File: config.mk
export PLATFORM = sky130hd
export DESIGN_NAME = ssf_isqrt
export DESIGN_NICKNAME = d
export VERILOG_FILES = /design/src/rtl/core/ssf_isqrt.sv
export SDC_FILE = /design/constraint.sdc
export NUM_CORES = 2
export LEC_CHECK = 0
export BUFFER_PORTS_ARGS = -buffer_cell sky130_fd_sc_hd__buf_2
export CAP_MARGIN = 20
export CORE_AREA = 2 2 643 645
export CTS_CLUSTER_SIZE = 14
export DETAILED_ROUTE_END_ITERATION = 8
export DIE_AREA = 0 0 645 647
export PLACE_DENSITY = 0.54
export SYNTH_ARGS = -nofsm -noshare
export SYNTH_HDL_FRONTEND = slang
export SYNTH_SLANG_ARGS = --single-unit
File: constraint.sdc
create_clock -name clk -period 3.85 [get_ports clk]
set_clock_uncertainty 0.15 [all_clocks]
set_input_delay 0.1925 -clock clk [delete_from_list [all_inputs] [get_ports clk]]
set_output_delay 0.1925 -clock clk [all_outputs]
set_load 0.05 [all_outputs]
File: src/rtl/core/ssf_isqrt.sv
// pipelined integer square root, one root bit per stage
module ssf_isqrt #(
  parameter int SIDE_W = 1
) (
  input  logic              clk,
  input  logic              rst_n,
  input  logic              en,
  input  logic              in_valid,
  input  logic [63:0]       in_rad,
  input  logic [SIDE_W-1:0] in_side,
  output logic              out_valid,
  output logic [31:0]       out_root,
  output logic [SIDE_W-1:0] out_side
);

  localparam int NS = 32;

  logic              vld_r  [NS];
  logic [63:0]       rem_r  [NS];
  logic [31:0]       root_r [NS];
  logic [SIDE_W-1:0] side_r [NS];

  for (genvar k = 0; k < NS; k++) begin : g_stage
    localparam int B = NS - 1 - k;
    logic              vld_s;
    logic [63:0]       rem_s;
    logic [31:0]       root_s;
    logic [SIDE_W-1:0] side_s;
    logic [64:0]       trial;
    logic              take;

    if (k == 0) begin : g_head
      assign vld_s  = in_valid;
      assign rem_s  = in_rad;
      assign root_s = '0;
      assign side_s = in_side;
    end else begin : g_body
      assign vld_s  = vld_r[k-1];
      assign rem_s  = rem_r[k-1];
      assign root_s = root_r[k-1];
      assign side_s = side_r[k-1];
    end

    // (root + 2^b)^2 - root^2
    assign trial = (65'(root_s) << (B + 1)) | (65'(1) << (2 * B));
    assign take  = {1'b0, rem_s} >= trial;

    always_ff @(posedge clk) begin
      if (!rst_n) begin
        vld_r[k] <= 1'b0;
      end else if (en) begin
        vld_r[k] <= vld_s;
      end
    end

    always_ff @(posedge clk) begin
      if (en) begin
        rem_r[k]  <= take ? rem_s - trial[63:0] : rem_s;
        root_r[k] <= take ? (root_s | (32'(1) << B)) : root_s;
        side_r[k] <= side_s;
      end
    end
  end

  assign out_valid = vld_r[NS-1];
  assign out_root  = root_r[NS-1];
  assign out_side  = side_r[NS-1];

endmodule

==> run_results.csv <==
group,metric,value,unit
timing,fin_crit_sh,96.77,%
synthesis,synth_warnings,0,
synthesis,synth_area_leaders,"edfxtp_1, ha_1, xnor2_1",
power,power,85680,uW
floorplan,die_x,645,um
floorplan,pin_count,103,
floorplan,design.core.area,411000,um^2
route,wl_per_cell,18.94,um
clock_network,htreeDepth,5,
clock_network,numCtsBuffers,297,
critical_path,required,4340,ps
timing,max_freq,0.2684,GHz
placed_design,hpwlAfterDp,234300,um
clock_network,cts_tree,"built",
synthesis,ys_types,91,
timing,min_period,3726,ps
global_route,grt_max_degree,146,
clock_network,clock-root-buffer,"clkbuf_16",
synthesis,synth_area,122800,um^2
clock_network,clk_pin_slew_worst_paths,60,ps
global_route,grt_pass1_wl,469500,um
timing,hold_viol_final,0,
route,ant_nets,0,
timing,setup_violations,0,
synthesis,synth_seq_cells,2576,
synthesis,synth_flop_cell,"edfxtp_1",
critical_path,cp-end-kind,"flop",
power,pwr_density_cell,589.9,nW/um^2
route,drc_errors,0,
timing,worst_pin_slew,988.0,ps
global_route,antenna_found_initial,3,
placed_design,place_congestion,0.8711,
route,vias,78240,
synthesis,synthArstFlopShare,0,%
critical_path,startpoint_type,"flop",
critical_path,crit_arrival,4220,ps
power,leakage,0.05412,uW
route,drtPass1Iterations,5,
layout,fill_cells,40190,
outcome,status,"completed",
route,viasPerCell,4.795,
clock_network,cts_sinks,2576,
layout,finalNonFillerCells,16320,
route,drt_iter0_drc,6023,
min_path,hold_class,"in -> reg",
floorplan,start_util,29.89,%
layout,area_delta_synth_final,18.23,%
floorplan,die_y,647,um
placed_design,pre_cts_ws,-245.3,ps
layout,design_area,145200,um^2
placed_design,postPlaceCellArea,133600,um^2
synthesis,syn_inst,9768,
global_route,track_usage,14.43,%
global_route,gr-total-overflow,0,
synthesis,yosysTopAreaCell,"edfxtp_1",
power,vdd_ir_drop_max,371.4,uV
clock_network,clk_latency,960,ps
route,totalWireLength,309100,um
timing,slew_viol_final,0,
global_route,grt_pass1_vias,77990,
synthesis,synth-edff-count,2575,
layout,fin_nets,11220,
synthesis,synth_top_area_share,62.94,%
floorplan,die-area,417300,um^2
timing,setup_tns,0,ps
timing,slew_headroom,34.13,%
clock_network,clockBufferDepth,4,
timing,fin_ws,124.4,ps
placed_design,portBuffers,102,
critical_path,critPathKind,"reg -> reg",
synthesis,synth_fp_nets,10400,
synthesis,syn_area_per_cell,12.58,um^2
timing,grt_setup_unrepaired,"yes",
placed_design,dp.cells,15630,
critical_path,critPathMaxFanout,4,
floorplan,rows,236,
run,drv_cap,0,
layout,drive_gt1_share,11.27,%
synthesis,yosysSeqAreaShare,62.96,%
-- layout by cell type, fill, tap and decap left out, types with 44 or more instances in the layout --
cell,netlist,routed
nand4_1,177,177
o21a_1,83,83
a211oi_1,46,45
nand2_1,632,632
clkbuf_16,0,302
o21bai_1,58,58
nor4_1,351,338
o31ai_1,47,44
o211ai_1,49,49
and3_1,73,73
xnor2_1,483,480
clkinv_2,0,51
o21ai_0,439,435
xor2_1,401,401
a21oi_1,629,626
inv_1,707,707
nor4b_1,59,53
buf_2,11,103
mux2_2,60,60
nor2_1,638,636
or3_1,104,104
buf_4,1,456
or4_1,79,75
nor2b_1,74,74
a21o_1,217,217
a31oi_1,49,48
nor3_1,239,235
ha_1,558,558
nand3_1,156,156
edfxtp_1,2575,2575
clkinv_1,0,64
nand2b_1,99,99
dlygate4sd3_1,0,135
-- critical path, cell delays in order (launching register included) --
cell	delay, ps
edfxtp_1	390
ha_1	340
nand4b_1	100
buf_4	180
or4_1	390
nor4_1	190
buf_2	250
a211o_1	140
nor3_1	50
o31a_1	160
buf_4	180
or4_1	560
nor4b_2	280
xor2_1	100
-- registers in the layout, summed over array words and instances, names as in the netlist --
signal	flops
side_r	32
rem_r	1984
root_r	528
vld_r	32
-- kinds of logic (layout without fill, tap and decap cells) --
group | count (synthesis) | in the layout | synth area share (%)
AO/OA/AOI/OAI | 1857 | 1857 | 9.294
XOR/XNOR | 884 | 884 | 6.302
adder cells (fa/ha/maj) | 558 | 558 | 5.683
buffers and inverters | 918 | 1988 | 2.837
flip-flops | 2576 | 2576 | 62.96
multiplexers | 70 | 70 | 0.6335
other | 0 | 5 | 0
AND/OR/NAND/NOR | 2905 | 2905 | 12.29
-- power breakdown --
part / switching [uW] / leakage (uW) / internal [uW]
registers: 3030 / 0.0248 / 35600
logic: 10500 / 0.0245 / 7940
clock network: 11800 / 0.00480 / 16900
total: 25300 / 0.0541 / 60400
-- metal layers --
layer / up-vias / track usage, % / wire length, um
met5: - / 0 / 0
met4: 0 / 5.066 / 11420
met3: 499 / 1.907 / 11630
met2: 1594 / 26.00 / 155600
met1: 37780 / 17.60 / 130400
li1: 38360 / - / -
-- area by class of cell --
class | instances | area, um^2 | area share (%)
flip-flops and latches | 2576 | 77340 | 53.25
multi-input cells | 6274 | 42390 | 29.19
clock buffers | 345 | 7719 | 5.314
well taps | 5474 | 6849 | 4.716
repair buffers | 735 | 6102 | 4.201
inverters | 711 | 2671 | 1.839
clock inverters | 197 | 2152 | 1.482
diodes | 5 | 12.51 | 0.008614
-- what timing repair did --
action                     4_1_cts  5_1_grt
setup buffers                    4        6
gates resized for setup          7       55
hold endpoints to repair       475        0
setup endpoints to repair       54      154
pin swaps                        1        6
hold buffers                   135        0
-- synthesized netlist by cell type, types with 79 or more instances --
cell,number
nand4_1,177
nor2_1,638
inv_1,707
a21oi_1,629
a21o_1,217
nor4_1,351
ha_1,558
o21ai_0,439
nand2b_1,99
nand2_1,632
xnor2_1,483
xor2_1,401
or3_1,104
or4_1,79
nor3_1,239
o21a_1,83
nand3_1,156
edfxtp_1,2575
clkbuf_1,170
-- stage by stage --
| step | hold slack [ps] | util (%) |
|---|---|---|
| 4_1_cts | 13.04 | 35.26 |
| 3_3_place_gp | 221.1 | 32.51 |
| 5_1_grt | 80.56 | 35.33 |
| 2_1_floorplan | 141.4 | - |
| 6_report | 100.7 | 35.34 |
| 3_5_place_dp | 222.5 | 32.51 |
-- worst paths after layout --
kind	from	endpoint	slack (ps)	cells after the start
min	in_rad[63]	rem_r[0][63]	100	4
max	rem_r[28][34]	rem_r[29][46]	120	13
max reg2reg	rem_r[28][34]	rem_r[29][46]	120	13
min reg2reg	side_r[11][1]	side_r[12][0]	270	0
Note: power is estimated with default switching activity, not from simulation.
